### src/rtl/core/backbone_angle_structure_labeler_defines.svh
// Assertion macros for the backbone angle structure labeler
// Used by the top level; expects clk and rst_n in the including scope
`ifndef BACKBONE_ANGLE_STRUCTURE_LABELER_DEFINES_SVH
`define BACKBONE_ANGLE_STRUCTURE_LABELER_DEFINES_SVH

`ifndef SYNTHESIS
// same-cycle implication
`define BAS_ASSERT_IMPL(lbl, ante, cons) \
    lbl: assert property (@(posedge clk) disable iff (!rst_n) (ante) |-> (cons)) \
        else $error("assertion failed");
// next-cycle implication
`define BAS_ASSERT_NEXT(lbl, ante, cons) \
    lbl: assert property (@(posedge clk) disable iff (!rst_n) (ante) |=> (cons)) \
        else $error("assertion failed");
`else
`define BAS_ASSERT_IMPL(lbl, ante, cons)
`define BAS_ASSERT_NEXT(lbl, ante, cons)
`endif

`endif

### src/rtl/core/bas_pkg.sv
// Shared types, constants and the label window step function
// No dependencies
package bas_pkg;

    // angle format: 2^(ANGLE_BITS-1) units equal pi
    localparam int ANGLE_BITS = 16;
    localparam int HALF_TURN  = 1 << (ANGLE_BITS - 1);

    // class centers, rounded half up in magnitude
    localparam int RH_PHI = -((HALF_TURN + 1) / 3);
    localparam int RH_PSI = -((HALF_TURN + 2) / 4);
    localparam int LH_PHI = (HALF_TURN + 1) / 3;
    localparam int LH_PSI = (HALF_TURN + 2) / 4;
    localparam int ST_PHI = -((HALF_TURN * 11 + 9) / 18);
    localparam int ST_PSI = (HALF_TURN * 13 + 9) / 18;

    // datapath widths
    localparam int DIFF_W   = ANGLE_BITS + 1;
    localparam int SQ_W     = 2 * ANGLE_BITS;
    localparam int SUM_W    = SQ_W + 1;
    localparam int RADIUS_W = 15;
    localparam int RSQ_W    = 2 * RADIUS_W;
    localparam int CMP_W    = (SUM_W > RSQ_W) ? SUM_W : RSQ_W;
    localparam int RUN_W    = 2;
    localparam int SEEN_W   = 3;
    localparam int CFG_DATA_W = RADIUS_W;
    localparam int CFG_IDX_W  = 2;

    // register reset values
    localparam logic [RADIUS_W-1:0] RADIUS_RESET     = RADIUS_W'(5461);
    localparam logic [RUN_W-1:0]    HELIX_RUN_RESET  = RUN_W'(3);
    localparam logic [RUN_W-1:0]    STRAND_RUN_RESET = RUN_W'(2);

    typedef logic signed [ANGLE_BITS-1:0] angle_t;
    typedef logic signed [DIFF_W-1:0]     diff_t;
    typedef logic [SUM_W-1:0]             sum_t;

    localparam diff_t RH_PHI_C = DIFF_W'(RH_PHI);
    localparam diff_t RH_PSI_C = DIFF_W'(RH_PSI);
    localparam diff_t LH_PHI_C = DIFF_W'(LH_PHI);
    localparam diff_t LH_PSI_C = DIFF_W'(LH_PSI);
    localparam diff_t ST_PHI_C = DIFF_W'(ST_PHI);
    localparam diff_t ST_PSI_C = DIFF_W'(ST_PSI);

    typedef enum logic [1:0] {
        LBL_COIL   = 2'd0,
        LBL_RHELIX = 2'd1,
        LBL_LHELIX = 2'd2,
        LBL_STRAND = 2'd3
    } label_t;

    typedef enum logic [CFG_IDX_W-1:0] {
        CFG_REGION_RADIUS  = 2'd0,
        CFG_HELIX_MIN_RUN  = 2'd1,
        CFG_STRAND_MIN_RUN = 2'd2
    } cfg_index_t;

    // squared distances of one residue to the three centers
    typedef struct packed {
        sum_t sum_rh;
        sum_t sum_lh;
        sum_t sum_st;
        logic angles_valid;
        logic chain_end;
    } dist_t;

    // class and label window of the current chain
    typedef struct packed {
        label_t           cw0;
        label_t           cw1;
        label_t           cw2;
        logic [RUN_W-1:0] run;
        label_t           lw0;
        label_t           prior;
    } win_t;

    localparam win_t WIN_CLEAR = win_t'('0);

    typedef struct packed {
        label_t label;
        logic   assigned;
        logic   chain_done;
    } result_t;

    // up to four results produced by one residue
    typedef struct packed {
        logic [2:0]       count;
        result_t [3:0]    entry;
    } batch_t;

    // push one class, decide the raw label two back, smooth the one three back
    function automatic win_t win_step(win_t s, label_t cls,
                                      logic [RUN_W-1:0] helix_min,
                                      logic [RUN_W-1:0] strand_min);
        win_t             n;
        logic [2:0]       total;
        logic [RUN_W-1:0] need;
        label_t           raw;
        n.cw0 = cls;
        n.cw1 = s.cw0;
        n.cw2 = s.cw1;
        if (s.cw1 == s.cw2)
        begin
            n.run = (s.run != RUN_W'(3)) ? s.run + RUN_W'(1) : s.run;
        end
        else
        begin
            n.run = RUN_W'(1);
        end
        total = 3'(n.run);
        if (n.cw1 == n.cw2)
        begin
            total = total + 3'd1;
            if (n.cw0 == n.cw1)
            begin
                total = total + 3'd1;
            end
        end
        need = (n.cw2 == LBL_STRAND) ? strand_min : helix_min;
        raw  = (n.cw2 != LBL_COIL && total >= 3'(need)) ? n.cw2 : LBL_COIL;
        n.lw0 = raw;
        if (s.prior == raw && s.prior != LBL_COIL)
        begin
            n.prior = s.prior;
        end
        else
        begin
            n.prior = s.lw0;
        end
        return n;
    endfunction

endpackage

### src/rtl/core/bas_in_if.sv
// Residue request channel: valid/ready handshake with the angle payload
// Depends on bas_pkg
interface bas_in_if
    import bas_pkg::*;
();
    logic   valid;
    logic   ready;
    angle_t phi;
    angle_t psi;
    logic   angles_valid;
    logic   chain_end;

    modport source (output valid, phi, psi, angles_valid, chain_end, input ready);
    modport sink   (input valid, phi, psi, angles_valid, chain_end, output ready);
endinterface

### src/rtl/core/bas_out_if.sv
// Label request channel: valid/ready handshake with the result payload
// Depends on bas_pkg
interface bas_out_if
    import bas_pkg::*;
();
    logic   valid;
    logic   ready;
    label_t label;
    logic   assigned;
    logic   chain_done;

    modport source (output valid, label, assigned, chain_done, input ready);
    modport sink   (input valid, label, assigned, chain_done, output ready);
endinterface

### src/rtl/core/bas_distance.sv
// Input register and squared-distance stage for the three class centers
// Depends on bas_pkg and bas_in_if
module bas_distance
    import bas_pkg::*;
(
    input  logic       clk,
    input  logic       rst_n,
    bas_in_if.sink     in_ch,
    output logic       d_valid,
    output dist_t      d_data,
    input  logic       d_ready
);

    logic   a_valid_reg;
    angle_t a_phi_reg;
    angle_t a_psi_reg;
    logic   a_av_reg;
    logic   a_end_reg;
    logic   b_valid_reg;
    dist_t  b_data_reg;
    dist_t  b_data_next;
    logic   b_free;
    logic   a_move;

    // squared distance to one center
    function automatic sum_t dist_sq(angle_t phi, angle_t psi, diff_t cphi, diff_t cpsi);
        diff_t                 dp;
        diff_t                 dq;
        logic signed [SQ_W:0]  p;
        logic signed [SQ_W:0]  q;
        dp = DIFF_W'(phi) - cphi;
        dq = DIFF_W'(psi) - cpsi;
        p  = dp * dp;
        q  = dq * dq;
        return SUM_W'(p[SQ_W-1:0]) + SUM_W'(q[SQ_W-1:0]);
    endfunction

    // stage handshake
    assign b_free      = !b_valid_reg || d_ready;
    assign a_move      = a_valid_reg && b_free;
    assign in_ch.ready = !a_valid_reg || b_free;

    // distance logic
    always_comb
    begin
        b_data_next.sum_rh       = dist_sq(a_phi_reg, a_psi_reg, RH_PHI_C, RH_PSI_C);
        b_data_next.sum_lh       = dist_sq(a_phi_reg, a_psi_reg, LH_PHI_C, LH_PSI_C);
        b_data_next.sum_st       = dist_sq(a_phi_reg, a_psi_reg, ST_PHI_C, ST_PSI_C);
        b_data_next.angles_valid = a_av_reg;
        b_data_next.chain_end    = a_end_reg;
    end

    // stage valid bits
    always_ff @(posedge clk or negedge rst_n)
    begin
        if (!rst_n)
        begin
            a_valid_reg <= 1'b0;
            b_valid_reg <= 1'b0;
        end
        else
        begin
            if (in_ch.ready)
            begin
                a_valid_reg <= in_ch.valid;
            end
            if (b_free)
            begin
                b_valid_reg <= a_valid_reg;
            end
        end
    end

    // stage payloads
    always_ff @(posedge clk)
    begin
        if (in_ch.valid && in_ch.ready)
        begin
            a_phi_reg <= in_ch.phi;
            a_psi_reg <= in_ch.psi;
            a_av_reg  <= in_ch.angles_valid;
            a_end_reg <= in_ch.chain_end;
        end
        if (a_move)
        begin
            b_data_reg <= b_data_next;
        end
    end

    assign d_valid = b_valid_reg;
    assign d_data  = b_data_reg;

endmodule

### src/rtl/core/bas_labeler.sv
// Classification, run filter, smoothing and chain-end result batches
// Depends on bas_pkg
module bas_labeler
    import bas_pkg::*;
(
    input  logic             clk,
    input  logic             rst_n,
    input  logic             d_valid,
    input  dist_t            d_data,
    output logic             d_ready,
    input  logic [RSQ_W-1:0] radius_sq,
    input  logic [RUN_W-1:0] helix_min_run,
    input  logic [RUN_W-1:0] strand_min_run,
    input  logic             q_space,
    output logic             res_load,
    output batch_t           res_batch
);

    win_t              win_reg;
    win_t              win_next;
    logic [SEEN_W-1:0] seen_reg;
    logic [SEEN_W-1:0] seen_next;
    logic              fire;
    logic [CMP_W-1:0]  rsq;
    label_t            hit;
    label_t            cls;
    win_t              st1;
    win_t              st2;
    win_t              st3;
    win_t              st4;

    assign fire     = d_valid && q_space;
    assign d_ready  = q_space;
    assign res_load = fire;
    assign rsq      = CMP_W'(radius_sq);

    // region test, first match wins
    always_comb
    begin
        if (CMP_W'(d_data.sum_rh) < rsq)
        begin
            hit = LBL_RHELIX;
        end
        else if (CMP_W'(d_data.sum_lh) < rsq)
        begin
            hit = LBL_LHELIX;
        end
        else if (CMP_W'(d_data.sum_st) < rsq)
        begin
            hit = LBL_STRAND;
        end
        else
        begin
            hit = LBL_COIL;
        end
        // terminal and missing-atom residues get no class
        if (d_data.angles_valid && seen_reg != '0 && !d_data.chain_end)
        begin
            cls = hit;
        end
        else
        begin
            cls = LBL_COIL;
        end
    end

    // window steps: one for the residue, three more for the chain-end flush
    always_comb
    begin
        st1 = win_step(win_reg, cls, helix_min_run, strand_min_run);
        st2 = win_step(st1, LBL_COIL, helix_min_run, strand_min_run);
        st3 = win_step(st2, LBL_COIL, helix_min_run, strand_min_run);
        st4 = win_step(st3, LBL_COIL, helix_min_run, strand_min_run);
    end

    // result batch and next state
    always_comb
    begin
        res_batch.count = 3'd0;
        for (int i = 0; i < 4; i++)
        begin
            res_batch.entry[i] = '{label: LBL_COIL, assigned: 1'b0, chain_done: 1'b0};
        end
        win_next  = st1;
        seen_next = (seen_reg < SEEN_W'(4)) ? seen_reg + SEEN_W'(1) : seen_reg;
        if (!d_data.chain_end)
        begin
            if (seen_reg >= SEEN_W'(3))
            begin
                res_batch.count    = 3'd1;
                res_batch.entry[0] = '{label: st1.prior, assigned: 1'b1, chain_done: 1'b0};
            end
        end
        else
        begin
            win_next  = WIN_CLEAR;
            seen_next = '0;
            if (seen_reg < SEEN_W'(3))
            begin
                // short chain: one unassigned result per residue
                res_batch.count = 3'(seen_reg) + 3'd1;
                for (int i = 0; i < 3; i++)
                begin
                    if (SEEN_W'(i) <= seen_reg)
                    begin
                        res_batch.entry[i] = '{label: LBL_COIL, assigned: 1'b0,
                                               chain_done: (SEEN_W'(i) == seen_reg)};
                    end
                end
            end
            else
            begin
                res_batch.count    = 3'd4;
                res_batch.entry[0] = '{label: st1.prior, assigned: 1'b1, chain_done: 1'b0};
                res_batch.entry[1] = '{label: st2.prior, assigned: 1'b1, chain_done: 1'b0};
                res_batch.entry[2] = '{label: st3.prior, assigned: 1'b1, chain_done: 1'b0};
                res_batch.entry[3] = '{label: st4.prior, assigned: 1'b1, chain_done: 1'b1};
            end
        end
    end

    // chain state
    always_ff @(posedge clk or negedge rst_n)
    begin
        if (!rst_n)
        begin
            win_reg  <= WIN_CLEAR;
            seen_reg <= '0;
        end
        else if (fire)
        begin
            win_reg  <= win_next;
            seen_reg <= seen_next;
        end
    end

endmodule

### src/rtl/core/bas_result_buf.sv
// Four-entry result buffer, loaded as a batch, drained one per cycle while out_ch is ready
// Depends on bas_pkg and bas_out_if
module bas_result_buf
    import bas_pkg::*;
(
    input  logic       clk,
    input  logic       rst_n,
    input  logic       res_load,
    input  batch_t     res_batch,
    output logic       q_space,
    bas_out_if.source  out_ch
);

    logic [2:0]    count_reg;
    logic [2:0]    count_next;
    result_t [3:0] slot_reg;
    result_t [3:0] slot_next;
    logic          pop;

    assign pop     = (count_reg != 3'd0) && out_ch.ready;
    assign q_space = (count_reg == 3'd0) || (count_reg == 3'd1 && out_ch.ready);

    // load replaces the buffer, pop shifts toward the head
    always_comb
    begin
        count_next = count_reg;
        slot_next  = slot_reg;
        if (res_load)
        begin
            count_next = res_batch.count;
            slot_next  = res_batch.entry;
        end
        else if (pop)
        begin
            count_next = count_reg - 3'd1;
            for (int i = 0; i < 3; i++)
            begin
                slot_next[i] = slot_reg[i + 1];
            end
        end
    end

    always_ff @(posedge clk or negedge rst_n)
    begin
        if (!rst_n)
        begin
            count_reg <= 3'd0;
        end
        else
        begin
            count_reg <= count_next;
        end
    end

    always_ff @(posedge clk)
    begin
        slot_reg <= slot_next;
    end

    assign out_ch.valid      = (count_reg != 3'd0);
    assign out_ch.label      = slot_reg[0].label;
    assign out_ch.assigned   = slot_reg[0].assigned;
    assign out_ch.chain_done = slot_reg[0].chain_done;

endmodule

### src/rtl/core/backbone_angle_structure_labeler.sv
// Backbone angle structure labeler. One residue (phi, psi) request is taken
// per cycle while nothing stalls. An input register, a squared-distance
// register and the labeler feed a four-entry result buffer; labels trail their
// input by three residues. A non-chain-end residue gives zero or one result and
// keeps that rate while the output is ready. A chain end gives four results (one
// per residue for chains under four residues), handed out one per cycle while
// the output is ready; the next residue enters the labeler only after that batch
// has drained to its last entry. The user must write registers only while the
// block is idle; the block itself does not enforce this.
// Depends on bas_pkg, bas_in_if, bas_out_if, bas_distance, bas_labeler,
// bas_result_buf and the defines header
`include "backbone_angle_structure_labeler_defines.svh"

module backbone_angle_structure_labeler
    import bas_pkg::*;
(
    input  logic                  clk,
    input  logic                  rst_n,
    input  logic                  cfg_we,
    input  logic [CFG_IDX_W-1:0]  cfg_index,
    input  logic [CFG_DATA_W-1:0] cfg_data,
    bas_in_if.sink                in_ch,
    bas_out_if.source             out_ch
);

    logic [RADIUS_W-1:0] region_radius_reg;
    logic [RUN_W-1:0]    helix_min_run_reg;
    logic [RUN_W-1:0]    strand_min_run_reg;
    logic [RSQ_W-1:0]    radius_sq_reg;
    logic                d_valid;
    dist_t               d_data;
    logic                d_ready;
    logic                q_space;
    logic                res_load;
    batch_t              res_batch;

    // configuration registers
    always_ff @(posedge clk or negedge rst_n)
    begin
        if (!rst_n)
        begin
            region_radius_reg  <= RADIUS_RESET;
            helix_min_run_reg  <= HELIX_RUN_RESET;
            strand_min_run_reg <= STRAND_RUN_RESET;
        end
        else if (cfg_we)
        begin
            case (cfg_index)
                CFG_REGION_RADIUS:  region_radius_reg  <= cfg_data;
                CFG_HELIX_MIN_RUN:  helix_min_run_reg  <= cfg_data[RUN_W-1:0];
                CFG_STRAND_MIN_RUN: strand_min_run_reg <= cfg_data[RUN_W-1:0];
                default:            ;
            endcase
        end
    end

    // squared radius, refreshed every cycle
    always_ff @(posedge clk or negedge rst_n)
    begin
        if (!rst_n)
        begin
            radius_sq_reg <= RSQ_W'(RADIUS_RESET) * RSQ_W'(RADIUS_RESET);
        end
        else
        begin
            radius_sq_reg <= RSQ_W'(region_radius_reg) * RSQ_W'(region_radius_reg);
        end
    end

    // distance stage
    bas_distance u_distance (
        .clk     (clk),
        .rst_n   (rst_n),
        .in_ch   (in_ch),
        .d_valid (d_valid),
        .d_data  (d_data),
        .d_ready (d_ready)
    );

    // labeling stage
    bas_labeler u_labeler (
        .clk            (clk),
        .rst_n          (rst_n),
        .d_valid        (d_valid),
        .d_data         (d_data),
        .d_ready        (d_ready),
        .radius_sq      (radius_sq_reg),
        .helix_min_run  (helix_min_run_reg),
        .strand_min_run (strand_min_run_reg),
        .q_space        (q_space),
        .res_load       (res_load),
        .res_batch      (res_batch)
    );

    // result buffer
    bas_result_buf u_result_buf (
        .clk       (clk),
        .rst_n     (rst_n),
        .res_load  (res_load),
        .res_batch (res_batch),
        .q_space   (q_space),
        .out_ch    (out_ch)
    );

    // unassigned results carry coil
    `BAS_ASSERT_IMPL(a_unassigned_coil, out_ch.valid && !out_ch.assigned, out_ch.label == LBL_COIL)
    // the last residue of a chain is always coil
    `BAS_ASSERT_IMPL(a_done_coil, out_ch.valid && out_ch.chain_done, out_ch.label == LBL_COIL)
    // a short-chain batch of unassigned results drains without gaps
    `BAS_ASSERT_NEXT(a_batch_burst, out_ch.valid && out_ch.ready && !out_ch.assigned && !out_ch.chain_done, out_ch.valid)

endmodule
### src/flat_wrapper.sv
// flat-port wrapper written by rule: the top's interface ports become plain ports
module backbone_angle_structure_labeler_flat import bas_pkg::*;
  (clk, rst_n, cfg_we, cfg_index, cfg_data, in_ch_valid, in_ch_phi, in_ch_psi, in_ch_angles_valid, in_ch_chain_end, in_ch_ready, out_ch_valid, out_ch_label, out_ch_assigned, out_ch_chain_done, out_ch_ready);
  bas_in_if in_ch_i ();
  bas_out_if out_ch_i ();
  input  logic clk;
  input  logic rst_n;
  input  logic cfg_we;
  input  logic [CFG_IDX_W-1:0] cfg_index;
  input  logic [CFG_DATA_W-1:0] cfg_data;
  input wire logic [$bits(in_ch_i.valid)-1:0] in_ch_valid;
  input wire logic [$bits(in_ch_i.phi)-1:0] in_ch_phi;
  input wire logic [$bits(in_ch_i.psi)-1:0] in_ch_psi;
  input wire logic [$bits(in_ch_i.angles_valid)-1:0] in_ch_angles_valid;
  input wire logic [$bits(in_ch_i.chain_end)-1:0] in_ch_chain_end;
  output wire logic [$bits(in_ch_i.ready)-1:0] in_ch_ready;
  output wire logic [$bits(out_ch_i.valid)-1:0] out_ch_valid;
  output wire logic [$bits(out_ch_i.label)-1:0] out_ch_label;
  output wire logic [$bits(out_ch_i.assigned)-1:0] out_ch_assigned;
  output wire logic [$bits(out_ch_i.chain_done)-1:0] out_ch_chain_done;
  input wire logic [$bits(out_ch_i.ready)-1:0] out_ch_ready;
  assign in_ch_i.valid = in_ch_valid;
  assign in_ch_i.phi = in_ch_phi;
  assign in_ch_i.psi = in_ch_psi;
  assign in_ch_i.angles_valid = in_ch_angles_valid;
  assign in_ch_i.chain_end = in_ch_chain_end;
  assign in_ch_ready = in_ch_i.ready;
  assign out_ch_valid = out_ch_i.valid;
  assign out_ch_label = out_ch_i.label;
  assign out_ch_assigned = out_ch_i.assigned;
  assign out_ch_chain_done = out_ch_i.chain_done;
  assign out_ch_i.ready = out_ch_ready;
  backbone_angle_structure_labeler u_core (.clk(clk), .rst_n(rst_n), .cfg_we(cfg_we), .cfg_index(cfg_index), .cfg_data(cfg_data), .in_ch(in_ch_i), .out_ch(out_ch_i));
endmodule
### config.mk
export PLATFORM = sky130hd
export DESIGN_NAME = backbone_angle_structure_labeler_flat
export DESIGN_NICKNAME = d
export VERILOG_FILES = /design/src/rtl/core/bas_pkg.sv /design/src/rtl/core/bas_in_if.sv /design/src/rtl/core/bas_out_if.sv /design/src/rtl/core/bas_distance.sv /design/src/rtl/core/bas_labeler.sv /design/src/rtl/core/bas_result_buf.sv /design/src/rtl/core/backbone_angle_structure_labeler.sv /design/src/flat_wrapper.sv
export VERILOG_INCLUDE_DIRS = /design/src /design/src/rtl/core
export SDC_FILE = /design/constraint.sdc
export NUM_CORES = 2
export LEC_CHECK = 0
export BUFFER_PORTS_ARGS = -buffer_cell sky130_fd_sc_hd__buf_2
export CORE_MARGIN = 2
export CORE_UTILIZATION = 45
export CTS_CLUSTER_SIZE = 40
export DETAILED_ROUTE_END_ITERATION = 12
export PLACE_DENSITY_LB_ADDON = 0.3
export SLEW_MARGIN = 20
export SYNTH_ARGS = -nofsm -noshare
export SYNTH_HDL_FRONTEND = slang
export SYNTH_SLANG_ARGS = --single-unit
export TNS_END_PERCENT = 50
### constraint.sdc
create_clock -name clk -period 10.9 [get_ports clk]
set_clock_uncertainty 0.1 [all_clocks]
set_input_delay 2.18 -clock clk [delete_from_list [all_inputs] [get_ports clk]]
set_output_delay 2.18 -clock clk [all_outputs]
set_load 0.01 [all_outputs]
==> results.md <==
* Clock slew at reported path FFs at roughly 70 ps
* Asr flop ratio synth at 0.318
* Initial antenna violation count at 7
* FF-to-FF Start: u_core.u_distance.a_psi_reg[2]$_DFFE_PP_
* Final Hold Vio Count at 0
* Area growth from synthesis to final layout at 6.08%
* Type of origin of the critical path: flip-flop
* Drt total wl at around 180000 µm
* Req. time, crit path at roughly 11000 ps
* Mapped Area at 71500 µm²
* CTS root buffer: clkbuf_16
* Layout Nets at 9989
* Vias in the first global route at approximately 55000
* Synth warn at 0
* All-layer global routing usage at 0.229
* Worst-Skew Late Latency at ~600 ps
* Max-cap viol count at 0
* CP Max Fanout at 7
* Post-placement cell area at 74600 µm²
* Synth cell types at 91
* I/O pin cnt at slightly above 60
* HP Start: u_core.u_distance.a_end_reg$_DFFE_PP_
* RSZ-0062 raised after global routing: false
* Status: complete, no violations
* Worst-Margin Slew at between 1000 and 1500 ps
* #FFs+latches synth at around 210
* Fin crit period at between 10000 and 15000 ps
* Critical path origin: u_core.u_distance.a_psi_reg[2]$_DFFE_PP_
* TritonCTS clock tree: done
* Die H at 403 µm
* Total gr overflow at 0
* Starting DRC count in detailed routing at 2890
* Reg2reg path depth at 35
* Routability cong. at just over 0.9
* Gate Count Post-Synth at 7571
* Detailed-placement wirelength estimate at approximately 150000 µm
* Hold crit path type: flip-flop to flip-flop
* Slowest stage delay, CP at 730 ps
* Crit path kind: flip-flop to flip-flop
* Global-route wire length before repair at around 300000 µm
* Sequential element share of the synthesized area at 0.0855
* Vias/cell at 5.13
* Num CTS Buffers at 34
* Leading cell type in the layout, fill and taps excluded: inv_1
* Max reg flops at a little under 100
* Port Buffers at 61
* Main synth FF type: edfxtp_1
* Initial core utilization at 0.452
* Syn avg cell area at 9.45 µm²
* Hold path depth at 0
* Max_slew headroom at 0.326
* Setup slack after layout at about 540 ps
* Crit share post-route at 0.950
* Slew Viols, Final at 0
* CTS H-tree depth at 2
* Crit. End Element: flip-flop
* Vias at between 40000 and 50000
* Remaining antenna violation count at 0
* Share of cells above drive strength 1 at 0.0442
* Fin area at between 70000 and 80000 µm²
* Min Hold Slack at roughly 370 ps
* Core area at roughly 160000 µm²
* Most frequent cells in the layout: inv_1 (2033), fa_1 (1590), ha_1 (727)
* # DRC at 0
* Die width at ~400 µm
* CP Data Arrival Time at ~11000 ps
* WL/cell at approximately 18 µm
* EDFF count, synth at 146
* Fillers at 14923
* Max clock buf depth at 3
* Clock Sinks at 214
* CP max-delay cell: xnor2_1
* Floorplan row count at 146
* Pre-CTS setup slack at -76.8 ps
* Total Die Area at approximately 160000 µm²
* Max Clock Freq at between 90 and 100 MHz
* Total iterations of the first detailed-routing run at 7
* Largest net degree at the start of global routing at 70
* Setup-failing EPs final at 0
* TNS Setup at 0 ps
-- cell type report --
cell class              instances  area (µm²)  area share
repair buffers                172        1140      0.0150
well taps                    2072        2590      0.0342
multi-input cells            5135       57100       0.753
clock inverters                19         229     0.00302
flip-flops and latches        214        6110      0.0806
clock buffers                  41         918      0.0121
diodes                          1        2.50   0.0000330
inverters                    2059        7740       0.102
-- layer usage --
layer / wire length [µm] / GRT usage / vias to the layer above
met1: 72000 / 0.293 / 25429
met3: 9880 / 0.0312 / 265
met2: 90200 / 0.405 / 1253
met4: 5830 / 0.0672 / 0
met5: 0 / 0 / -
li1: - / - / 22899
-- cells by family after synthesis --
group | after synthesis | share of synthesized area
AO/OA/AOI/OAI | 693 | 0.0627
other | 1 | 0.0000524
multiplexers | 29 | 0.00455
XOR/XNOR | 420 | 0.0514
flip-flops | 214 | 0.0855
buffers and inverters | 2223 | 0.117
AND/OR/NAND/NOR | 1674 | 0.107
adder cells (fa/ha/maj) | 2317 | 0.572
-- what timing repair did --
action / 4_1_cts / 5_1_grt
hold buffers: 0 / 0
endpoints found under the setup margin: 2 / 9
gates resized for setup: 1 / 14
buffers inserted: 0 / 3
endpoints found under the hold margin: 0 / 0
cloned: 0 / 0
-- through the flow --
step | cells | util
after global placement | 9649 | 0.472
after CTS | 9709 | 0.479
after floorplan | 7572 | -
after global routing | 9712 | 0.480
final | 9713 | 0.480
after detailed placement | 9649 | 0.472
-- critical path, delay by kind of cell (launching register included) --
| family | cells | cell delay (ps) |
|---|---|---|
| xor gates and xnor gates | 3 | 1150 |
| and+or+nand+nor | 8 | 1790 |
| DFF | 1 | 350 |
| AOI/OAI and AO/OA | 9 | 1930 |
| adders and majority gates | 9 | 4020 |
| buffers and inverters | 6 | 730 |
-- final timing paths --
path / end / slack, ps
setup / recovery: u_core.u_distance.d_data[33]$_DFFE_PP_ / 540
hold / removal: u_core.u_distance.d_data[0]$_DFFE_PP_ / 370
setup reg to reg: u_core.u_distance.d_data[33]$_DFFE_PP_ / 540
hold reg to reg: u_core.u_distance.d_data[0]$_DFFE_PP_ / 370
max in group asynchronous: u_core.radius_sq_reg[20]$_DFF_PN0_ / 8440
min in group asynchronous: u_core.u_labeler.seen_reg[1]$_DFFE_PN0P_ / 1610
-- cells in the mapped netlist, types with 6 or more instances --
library cell,count,area [µm²]
inv_1,2036,7640
fa_1,1590,31800
ha_1,727,9100
nand2_1,629,2360
nor2_1,469,1760
xnor2_1,321,2810
a21oi_1,242,1210
and2_1,166,1040
edfxtp_1,146,4380
clkbuf_1,143,537
o21ai_0,108,541
xor2_1,99,867
nor3_1,88,440
a21o_1,69,518
nand3_1,63,315
nor2b_1,63,394
dfrtp_1,45,1130
o21a_1,44,330
nand2b_1,43,269
a211oi_1,37,278
and3_1,35,219
or3_1,35,219
dfstp_2,23,604
a31oi_1,22,138
or2_2,22,138
o21bai_1,21,158
mux2_2,20,225
o31ai_1,19,143
clkinv_1,18,67.6
buf_1,16,60.1
a21boi_0,15,113
nand4_1,15,93.8
o211ai_1,12,90.1
nand3b_1,11,82.6
a211o_1,10,87.6
a41oi_1,9,78.8
nor3b_1,9,67.6
a22o_1,7,61.3
o21ai_1,7,35.0
mux2i_1,6,60.1
nor4_1,6,37.5
o31a_1,6,52.6
o41ai_1,6,52.6
Power is not shown: default switching activity piles up to over one toggle a cycle in this logic, so the estimate is an artifact.
